==> src/rtl/core/jpeg_app_segment_stripper_macros.svh <==
// Assertion macros shared by the stripper RTL.
`ifndef JPEG_APP_SEGMENT_STRIPPER_MACROS_SVH
`define JPEG_APP_SEGMENT_STRIPPER_MACROS_SVH

// Same-cycle implication, sampled on clk and disabled during reset.
`define JAS_ASSERT_NOW(lbl, ante, cons, msg) \
	lbl: assert property (@(posedge clk) disable iff (!arst_n) (ante) |-> (cons)) \
		else $error(msg);

// Next-cycle implication, sampled on clk and disabled during reset.
`define JAS_ASSERT_NEXT(lbl, ante, cons, msg) \
	lbl: assert property (@(posedge clk) disable iff (!arst_n) (ante) |=> (cons)) \
		else $error(msg);

`endif

==> src/rtl/core/jas_pkg.sv <==
package jas_pkg;

	// Parser phase codes.
	localparam logic [3:0] PH_SOI_HI  = 4'd0;
	localparam logic [3:0] PH_SOI_LO  = 4'd1;
	localparam logic [3:0] PH_MARK_HI = 4'd2;
	localparam logic [3:0] PH_MARK_LO = 4'd3;
	localparam logic [3:0] PH_LEN_HI  = 4'd4;
	localparam logic [3:0] PH_LEN_LO  = 4'd5;
	localparam logic [3:0] PH_PAYLOAD = 4'd6;
	localparam logic [3:0] PH_PASS    = 4'd7;
	localparam logic [3:0] PH_DEAD    = 4'd8;

	// Marker values.
	localparam logic [15:0] MARK_SOI = 16'hFFD8;
	localparam logic [15:0] MARK_SOS = 16'hFFDA;
	localparam logic [15:0] APP_MASK = 16'hFFF0;
	localparam logic [15:0] APP_BASE = 16'hFFE0;

	// Result kinds.
	localparam logic KIND_DATA  = 1'b0;
	localparam logic KIND_ERROR = 1'b1;

	// One result beat.
	typedef struct packed {
		logic [7:0] out_byte;
		logic       kind;
		logic       last;
	} res_t;

endpackage

==> src/rtl/core/jpeg_app_segment_stripper.sv <==
// A result beat is registered and offered on the cycle after its input byte is accepted.
// Throughput: one input byte per cycle while each byte gives at most one beat and the
// output is not stalled; a byte that gives two beats (a kept marker) holds the input
// until the two-entry result buffer, which drains at most one beat per cycle, is down to one.
// Reset: arst_n clears the parser to expect the start-of-image marker and empties the buffer.
`include "jpeg_app_segment_stripper_macros.svh"

module jpeg_app_segment_stripper
	import jas_pkg::*;
(
	input  logic       clk,
	input  logic       arst_n,
	input  logic       in_valid,
	output logic       in_ready,
	input  logic [7:0] data_byte,
	output logic       out_valid,
	input  logic       out_ready,
	output logic [7:0] out_byte,
	output logic       kind,
	output logic       last_of_run
);

	// Parser state.
	logic [3:0]  phase_q, phase_d;
	logic [7:0]  held_q, held_d;
	logic [7:0]  len_hi_q, len_hi_d;
	logic [15:0] remain_q, remain_d;
	logic        keep_q, keep_d;

	// Result buffer: slot 0 is the head.
	res_t        slot0_q, slot1_q;
	logic [1:0]  count_q;

	logic        in_acc, out_acc;
	logic [1:0]  n_res;
	res_t        res0, res1;
	logic [15:0] word;
	logic [15:0] len_word;
	logic [15:0] remain_dec;

	// Handshake: new bytes enter only when the buffer will be empty after this cycle.
	assign out_valid = (count_q != 2'd0);
	assign out_acc   = out_valid && out_ready;
	assign in_ready  = (count_q == 2'd0) || ((count_q == 2'd1) && out_ready);
	assign in_acc    = in_valid && in_ready;

	assign out_byte    = slot0_q.out_byte;
	assign kind        = slot0_q.kind;
	assign last_of_run = slot0_q.last;

	assign word       = {held_q, data_byte};
	assign len_word   = {len_hi_q, data_byte};
	assign remain_dec = remain_q - 16'd1;

	// Segment parser: next state and the results caused by this byte.
	always_comb begin
		phase_d  = phase_q;
		held_d   = held_q;
		len_hi_d = len_hi_q;
		remain_d = remain_q;
		keep_d   = keep_q;
		n_res    = 2'd0;
		res0     = '0;
		res1     = '0;
		case (phase_q)
			PH_SOI_HI: begin
				held_d  = data_byte;
				phase_d = PH_SOI_LO;
			end
			PH_SOI_LO: begin
				if (word == MARK_SOI) begin
					phase_d = PH_MARK_HI;
				end else begin
					res0.kind = KIND_ERROR;
					n_res     = 2'd1;
					phase_d   = PH_DEAD;
				end
			end
			PH_MARK_HI: begin
				held_d  = data_byte;
				phase_d = PH_MARK_LO;
			end
			PH_MARK_LO: begin
				res0.out_byte = held_q;
				res1.out_byte = data_byte;
				if (word == MARK_SOS) begin
					n_res   = 2'd2;
					phase_d = PH_PASS;
				end else begin
					keep_d  = ((word & APP_MASK) != APP_BASE);
					n_res   = ((word & APP_MASK) != APP_BASE) ? 2'd2 : 2'd0;
					phase_d = PH_LEN_HI;
				end
			end
			PH_LEN_HI: begin
				len_hi_d      = data_byte;
				res0.out_byte = data_byte;
				n_res         = keep_q ? 2'd1 : 2'd0;
				phase_d       = PH_LEN_LO;
			end
			PH_LEN_LO: begin
				res0.out_byte = data_byte;
				n_res         = keep_q ? 2'd1 : 2'd0;
				// A length below two counts as an empty payload.
				remain_d = (len_word >= 16'd2) ? (len_word - 16'd2) : 16'd0;
				phase_d  = (len_word > 16'd2) ? PH_PAYLOAD : PH_MARK_HI;
			end
			PH_PAYLOAD: begin
				res0.out_byte = data_byte;
				n_res         = keep_q ? 2'd1 : 2'd0;
				remain_d      = remain_dec;
				if (remain_dec == 16'd0) begin
					phase_d = PH_MARK_HI;
				end
			end
			PH_PASS: begin
				res0.out_byte = data_byte;
				n_res         = 2'd1;
			end
			default: begin
				phase_d = PH_DEAD;
			end
		endcase
		res0.last = (n_res == 2'd1);
		res1.last = 1'b1;
	end

	// Parser registers advance on each accepted byte.
	always_ff @(posedge clk or negedge arst_n) begin
		if (!arst_n) begin
			phase_q  <= PH_SOI_HI;
			held_q   <= '0;
			len_hi_q <= '0;
			remain_q <= '0;
			keep_q   <= 1'b0;
		end else if (in_acc) begin
			phase_q  <= phase_d;
			held_q   <= held_d;
			len_hi_q <= len_hi_d;
			remain_q <= remain_d;
			keep_q   <= keep_d;
		end
	end

	// Buffer fill count.
	always_ff @(posedge clk or negedge arst_n) begin
		if (!arst_n) begin
			count_q <= 2'd0;
		end else if (in_acc && (n_res != 2'd0)) begin
			count_q <= n_res;
		end else if (out_acc) begin
			count_q <= count_q - 2'd1;
		end
	end

	// Buffer payload: a push always lands in an empty buffer.
	always_ff @(posedge clk) begin
		if (in_acc && (n_res != 2'd0)) begin
			slot0_q <= res0;
			slot1_q <= res1;
		end else if (out_acc) begin
			slot0_q <= slot1_q;
		end
	end

	`JAS_ASSERT_NOW(a_count_range, 1'b1, count_q != 2'd3, "result buffer count out of range")
	`JAS_ASSERT_NOW(a_push_empty, in_acc, (count_q == 2'd0) || ((count_q == 2'd1) && out_acc), "byte accepted while buffer would still hold results")
	`JAS_ASSERT_NEXT(a_dead_sticks, phase_q == PH_DEAD, phase_q == PH_DEAD, "parser left the dead phase without reset")
	`JAS_ASSERT_NOW(a_error_beat, out_valid && (kind == KIND_ERROR), (out_byte == 8'd0) && last_of_run, "error beat must carry zero byte and end its run")
	`JAS_ASSERT_NOW(a_two_beat_head, out_valid && (count_q == 2'd2), !last_of_run, "head of a two-beat run marked last")

endmodule
==> config.mk <==
export PLATFORM = sky130hd
export DESIGN_NAME = jpeg_app_segment_stripper
export DESIGN_NICKNAME = d
export VERILOG_FILES = /design/src/rtl/core/jas_pkg.sv /design/src/rtl/core/jpeg_app_segment_stripper.sv
export VERILOG_INCLUDE_DIRS = /design/src /design/src/rtl/core
export SDC_FILE = /design/constraint.sdc
export NUM_CORES = 1
export LEC_CHECK = 0
export ABC_CLOCK_PERIOD_IN_PS = 6800
export BUFFER_PORTS_ARGS = -buffer_cell sky130_fd_sc_hd__buf_4
export CELL_PAD_IN_SITES_DETAIL_PLACEMENT = 1
export CELL_PAD_IN_SITES_GLOBAL_PLACEMENT = 1
export CORE_UTILIZATION = 50
export CTS_CLUSTER_SIZE = 8
export DETAILED_ROUTE_END_ITERATION = 12
export HOLD_SLACK_MARGIN = 0.06
export PLACE_DENSITY = 0.86
export REMOVE_ABC_BUFFERS = 1
export SLEW_MARGIN = 20
export SYNTH_ARGS = -nofsm -noshare
export SYNTH_HDL_FRONTEND = slang
export SYNTH_SLANG_ARGS = --single-unit
==> constraint.sdc <==
create_clock -name clk -period 6.8 [get_ports clk]
set_clock_uncertainty 0.1 [all_clocks]
set_input_delay 0.68 -clock clk [delete_from_list [all_inputs] [get_ports clk]]
set_output_delay 0.68 -clock clk [all_outputs]
set_load 0.02 [all_outputs]
==> metrics.md, run 1 <==
| Metric | Value |
|---|---|
| Initial drt markers | 317 |
| Critical Path Source | phase_q[2]$_DFFE_PN0P_ |
| Status | finished, final reports clean |
| Synth area leader | dfrtp_1 |
| Placement Setup Slack | 3660 ps |
| Power Density | 177 nW/um2 |
| Critical Path AT | 3390 ps |
| Crit path time final | around 3200 ps |
| Worst r2r src | phase_q[2]$_DFFE_PN0P_ |
| CTS tree | done |
| Reg2reg path depth | 5 |
| P_leak | 1.55 nW |
| Fin crit share | 0.470 |
| Final WS setup | ~3600 ps |
| Vias | 2801 |
| Clk Latency, worst-skew pair | 360 ps |
| GRT Total Usage | 0.273 |
| Yosys top cell area share | 0.277 |
| Final wirelength | roughly 9 mm |
| Post-detail-place hpwl | approximately 6.5 mm |
| Slew @ Worst Pin | between 800 and 900 ps |
| CTS Buffer Depth | 2 |
| Number of clock sinks | 57 |
| Top FF cell, synth | dfrtp_1 |
| CORE AREA | 6790 um2 |
| Worst setup EP type | register |
| Drc violations | 0 |
| DRT antenna net count | 0 |
| Worst reg2reg path endpoint | remain_q[5]$_DFFE_PN0P_ |
| Initial antenna violation count | 0 |
| # placed instances | 440 |
| Via-to-Cell Ratio | 6.14 |
| Slew margin rel. | 0.442 |
| Netlist cell types | slightly below 70 |
| Final setup viols | 0 |
| Router iterations before antenna repair | 4 |
| Sequential share of the synthesized area | 0.431 |
| Largest net degree at the start of global routing | 40 |
| H-Tree Level Count | 3 |
| Die Y-Extent | 85.9 um |
| Critical path class | register to register |
| WP data required | 6990 ps |
| Cell Count, Final, Fillers Out | 456 |
| Clk slew on worst S/H paths | roughly 70 ps |
| GPL Wtd Cong | 0.817 |
| Fmax | between 0.3 and 0.4 GHz |
| Row count | 30 |
| PortBufs | 23 |
| Slew Viols, Final | 0 |
| Vias in the first global route | between 2000 and 3000 |
| Worst-path maximum fanout | 17 |
| CTS Buf Count | 9 |
| Worst hold path class | primary input to async pin |
| Ranking of synthesized cells by area | dfrtp_1, edfxtp_1, o21ai_0 |
| Num ports | 24 |
| Max_cap viols | 0 |
| Post-CTS setup buffer count | 0 |
| R2r setup slk | approximately 3600 ps |
| Top post-synthesis cells by count | dfrtp_1, o21ai_0, nand2_1, edfxtp_1, nor2_1 |
| Yosys reg bits | 57 |
| Fin nets | 372 |
| Mapped Area | 3520 um2 |
| Syn avg cell area | 10.3 um2 |
| Total gr overflow | 0 |
| Count leader, synth | dfrtp_1 |
| Post_cts resized | 0 |
| Max IR drop VDD | 112 uV |
| Final setup TNS | 0 ps |
| DR WL/cell | approximately 20 um |
| Post-route total power | 0.682 mW |
| Post-CTS Hold Fix Bufs | 0 |
| First-pass GRT wire length | 15.1 mm |
| Layout Utilization | 0.568 |
| Synth-to-Final Area Change | 9.59% |
| Startpoint class of the critical path | register |
| Unrepaired setup endpoints after global routing | false |
| Die X | 85.9 um |
| Synth async-reset ratio | 0.684 |
| Yosys warns | 0 |
| Initial core utilization | 0.518 |
| Fraction of layout cells with a size suffix above 1 | 0.231 |
| Worst Setup EP | remain_q[5]$_DFFE_PN0P_ |
| Ant. Diodes | 0 |
| Post-synth EDFFs | 18 |
| Root buf cell | clkbuf_8 |
| Post-synthesis cell count | roughly 340 |
| Die area | 7380 um2 |
| Final Hold Viols | 0 |
-- worst max-delay path, cell delays in order (launching register included) --
cell	delay (ps)
dfrtp_1	620
nor2b_1	700
nand4_1	720
a211oi_1	680
o21ai_0	180
nand3_1	120
-- registers in the layout (all words and copies together), names as in the netlist --
register     cells
count_q          2
held_q           8
keep_q           1
kind             1
last_of_run      1
len_hi_q         8
out_byte         8
phase_q          4
remain_q        16
slot1_q          8
-- where the power goes --
group | switching, mW | internal, mW
registers | 0.00128 | 0.352
logic | 0.0230 | 0.0105
clock network | 0.161 | 0.134
-- how the worst min path moves through the flow --
stage                             endpoint  slack, ps
floorplan           count_q[0]$_DFFE_PN0P_        280
global placement        keep_q$_DFFE_PN0P_        400
detailed placement      keep_q$_DFFE_PN0P_        410
CTS                  held_q[4]$_DFFE_PN0P_        220
global route         held_q[4]$_DFFE_PN0P_        250
finish               held_q[4]$_DFFE_PN0P_        200
-- area by class of cell --
type	count	area, um2
Clock buffer	9	124
Clock inverter	7	53.8
Fill cell	773	2930
Inverter	12	45.0
Multi-Input combinational cell	251	1820
Sequential cell	57	1520
Tap cell	96	120
Timing Repair Buffer	24	180
-- cell usage in the layout, fill, tap and decap left out, types with 3 or more instances in the layout --
cell type | Yosys | routed
a21oi_1 | 16 | 16
a22o_1 | 7 | 7
and2_1 | 11 | 11
buf_4 | 2 | 24
clkbuf_8 | 0 | 9
clkinvlp_4 | 0 | 3
dfrtp_1 | 39 | 39
edfxtp_1 | 18 | 18
ha_1 | 5 | 5
inv_1 | 12 | 12
mux2_2 | 12 | 12
mux2_4 | 8 | 8
nand2_1 | 28 | 28
nand3_1 | 8 | 8
nand4_1 | 4 | 4
nor2_1 | 17 | 17
nor2b_1 | 4 | 4
nor3_1 | 5 | 5
nor3b_1 | 3 | 3
nor4_1 | 9 | 9
o211ai_1 | 10 | 10
o21ai_0 | 32 | 32
or3_1 | 5 | 5
or4_1 | 3 | 3
xnor2_1 | 7 | 7
xor2_1 | 7 | 7
-- metrics by stage --
step | hold slack [ps] | cell area [um2]
6_report | 199 | 3860
2_1_floorplan | 284 | 3380
3_5_place_dp | 413 | 3680
4_1_cts | 222 | 3860
3_3_place_gp | 398 | 3680
5_1_grt | 245 | 3860
-- per-layer routing --
| layer | vias to the layer above | track usage | part of all wire | wire length [um] |
|---|---|---|---|---|
| met5 | - | 0 | 0 | 0 |
| li1 | 1298 | - | - | - |
| met2 | 90 | 0.435 | 0.49 | 4500 |
| met3 | 14 | 0.0491 | 0.050 | 459 |
| met4 | 0 | 0.108 | 0.021 | 194 |
| met1 | 1399 | 0.368 | 0.44 | 4050 |
-- kinds of logic (layout without fill, tap and decap cells) --
group	Yosys count	in the layout	synth area share
DFF	57	57	0.431
and+or+nand+nor	128	128	0.232
xor gates and xnor gates	14	14	0.0348
buffers and inverters	34	52	0.0526
adders and majority gates	5	5	0.0178
AOI/OAI and AO/OA	84	84	0.160
muxes	20	20	0.0725
(Power assumes the default switching activity.)
==> run 2: changes to the inputs <==
Settings changed: ABC_AREA set to 1, ABC_CLOCK_PERIOD_IN_PS 6800 to 3300, CORE_UTILIZATION 50 to 45, PLACE_DENSITY 0.86 to 0.83.
Clock period 6.8 ns to 3.3 ns, I/O delays scaled along.
==> run 2 against run 1 <==
Compared with the run above: maximum frequency grew 31%; sequential cell count is the same; worst hold slack gained 26 ps; cell area grew 0.97%; register-to-register slack lost 2700 ps; power grew to 2.5 times the previous value; final cell count grew 30%; non-clock buffer count grew 2; critical endpoint is now out_byte[5]$_DFFE_PP_; largest power group unchanged.
==> metrics.md, run 2 <==
| Metric | Value |
|---|---|
| GRT Total Usage | 0.267 (-0.00586) |
| Yosys warns | 0 (unchanged) |
| Worst-path maximum fanout | 17 (unchanged) |
| Number of clock sinks | 57 (unchanged) |
| Layout Utilization | 0.532 (-0.0365) |
| Final setup TNS | 0 ps (unchanged) |
| Fraction of layout cells with a size suffix above 1 | 0.140 (-0.0906) |
| Final Hold Viols | 0 (unchanged) |
| WP data required | 3190 ps (-3800 ps) |
| Hold endpoint | held_q[2]$_DFFE_PN0P_ |
| Unrepaired setup endpoints after global routing | false |
| First-pass GRT wire length | 15.7 mm (+4.3%) |
| Initial drt markers | 163 (-49%) |
| Synth area leader | dfrtp_1 |
| Die Y-Extent | 89.7 um (+4.4%) |
| Slew margin rel. | 0.643 (+0.201) |
| Critical path class | register to register |
| DRT antenna net count | 0 (unchanged) |
| CORE AREA | 7330 um2 (+7.9%) |
| Clk slew on worst S/H paths | 70 ps (about the same) |
| Fmax | 0.410 GHz (+31%) |
| DR WL/cell | 16.3 um (-19%) |
| Via-to-Cell Ratio | 5.38 (-12%) |
| Initial antenna violation count | 0 (unchanged) |
| CTS Buf Count | 9 (unchanged) |
| Worst hold path class | primary input to register |
| GPL Wtd Cong | 0.905 (+11%) |
| Num ports | 24 (unchanged) |
| Vias | 3183 (+14%) |
| CTS Buffer Depth | 2 (unchanged) |
| Top FF cell, synth | dfrtp_1 |
| Synth async-reset ratio | 0.684 (unchanged) |
| Row count | 31 (+3.3%) |
| CTS tree | done |
| Crit path time final | 2440 ps (-755 ps) |
| Yosys reg bits | 57 (unchanged) |
| Hold Path Stages | 3 |
| Syn avg cell area | 7.50 um2 (-27%) |
| Max_cap viols | 0 (unchanged) |
| Vias in the first global route | 3052 (+8.8%) |
| Power Density | 445 nW/um2 (+150%) |
| Worst r2r src | count_q[0]$_DFFE_PN0P_ |
| PortBufs | 23 (unchanged) |
| Largest net degree at the start of global routing | 40 (unchanged) |
| Hold Startpoint | data_byte[2] |
| Final setup viols | 0 (unchanged) |
| Final wirelength | 9.67 mm (+5.1%) |
| Clk Latency, worst-skew pair | 350 ps (about the same) |
| Sequential share of the synthesized area | 0.438 (+0.00779) |
| Total gr overflow | 0 (unchanged) |
| Mapped Area | 3460 um2 (-1.8%) |
| Post-synthesis cell count | 461 (+35%) |
| Worst reg2reg path endpoint | out_byte[5]$_DFFE_PP_ |
| Root buf cell | clkbuf_8 |
| Netlist cell types | 33 (-51%) |
| Ranking of synthesized cells by area | dfrtp_1, edfxtp_1, nand2_1 |
| Fin nets | 505 (+36%) |
| Most frequent cells in the layout | nand2_1, nor2_1, inv_1, dfrtp_1, o21ai_0 |
| Max reg flops | 16 (unchanged) |
| Die X | 89.7 um (+4.4%) |
| Post-detail-place hpwl | 7.30 mm (+13%) |
| Router iterations before antenna repair | 4 (unchanged) |
| Post-synth EDFFs | 18 (unchanged) |
| P_leak | 1.79 nW (+16%) |
| Die area | 8040 um2 (+8.9%) |
| Startpoint class of the critical path | register |
| Commonest non-fill, non-tap cell in the layout | nand2_1 |
| Largest reg by FF count | remain_q |
| Slew Viols, Final | 0 (unchanged) |
| Yosys top cell area share | 0.282 (+0.00501) |
| Slew @ Worst Pin | 531 ps (-301 ps) |
| Ant. Diodes | 0 (unchanged) |
| Status | finished, final reports clean |
| Top post-synthesis cells by count | nand2_1, nor2_1, dfrtp_1, inv_1, o21ai_0 |
| Initial core utilization | 0.472 (-0.0465) |
| Reg2reg path depth | 10 (+5) |
| Drc violations | 0 (unchanged) |
| Max IR drop VDD | 211 uV (+88%) |
| Worst setup EP type | register |
| Count leader, synth | nand2_1 |
| Synth-to-Final Area Change | 12.7% |
| R2r setup slk | 860 ps (-2740 ps) |
| H-Tree Level Count | 3 (unchanged) |
| Critical Path AT | 2330 ps (-1060 ps) |
| Fin crit share | 0.739 (+0.270) |
run 2: cell types whose count changed in the layout (fill, tap and decap cells not counted), moves of 7 or more:
| cell | delta |
|---|---|
| o211ai_1 | -10 |
| inv_1 | +27 |
| nand2_1 | +115 |
| a22oi_1 | +7 |
| and2_1 | -11 |
| a22o_1 | -7 |
| mux2_4 | -8 |
| mux2_2 | -11 |
| nand3_1 | +17 |
| inv_2 | +11 |
| nor2_1 | +40 |
| nor4_1 | -7 |
run 2: timing repair:
action | in CTS | in global routing
setup buffers | 0 | 0
endpoints found under the hold margin | 39 | 0
resized for setup | 0 | 0
hold buffers | 1 | 0
run 2: how the worst max path moves through the flow:
stage                                       from                      to  slack [ps]  cells past startpoint
after CTS                 count_q[0]$_DFFE_PN0P_   out_byte[7]$_DFFE_PP_         840                     10
after global placement              data_byte[5]   out_byte[4]$_DFFE_PP_         910                     11
after floorplan           count_q[0]$_DFFE_PN0P_      kind$_SDFFCE_PP0P_        1000                     10
after detailed placement            data_byte[5]   out_byte[5]$_DFFE_PP_         730                     11
final                     count_q[0]$_DFFE_PN0P_   out_byte[5]$_DFFE_PP_         860                     10
after global routing      count_q[0]$_DFFE_PN0P_  count_q[1]$_DFFE_PN0P_         610                     12
run 2: cell type report:
class,instances,area (um2)
sequential,57,1520
clock inverter,5,30.0
multi-input combinational,344,1690
tap,99,124
inverter,50,188
timing repair buffer,26,198
fill,940,3430
clock buffer,11,151
run 2: per-stage QoR:
step / cell area (um2) / hold WS [ps] / std cells / power, mW / setup WS (ps)
5_1_grt: 3900 / 226 / 592 / 1.82 / 613
3_5_place_dp: 3710 / 247 / 575 / 1.14 / 725
6_report: 3900 / 225 / 592 / 1.73 / 860
2_1_floorplan: 3390 / -65.6 / 451 / 1.00 / 1000
4_1_cts: 3900 / 211 / 592 / 1.74 / 841
3_3_place_gp: 3710 / 247 / 575 / 1.12 / 913
run 2: power by group:
part           leakage [nW]  internal [mW]  total [mW]  switching (mW)
clock                0.0927          0.309       0.612           0.303
sequential            0.653          0.778       0.805          0.0271
combinational          1.05          0.107       0.317           0.210
run 2: kinds of logic after synthesis:
group	share of synthesized area
AO/OA/AOI/OAI	0.106
XOR/XNOR	0.0354
adder cells (fa/ha/maj)	0.0181
buffers and inverters	0.0731
flip-flops	0.438
multiplexers	0.00325
AND/OR/NAND/NOR	0.325
run 2: per-layer routing:
metal  up-vias  track usage  wire, um
met5         -            0         0
met4         0       0.0996       190
met3        21       0.0448       313
met2        60        0.386      4310
met1      1552        0.399      4850
li1       1550            -         -
run 2: critical path: stages, from the launching register on:
cell and delay [ps]:
dfrtp_1 410, inv_1 70, ha_1 140, inv_1 60, nand2_1 80, nand2_1 130, inv_1 200, nand2_1 160
nand2_4 210, inv_2 140, nand2_1 380
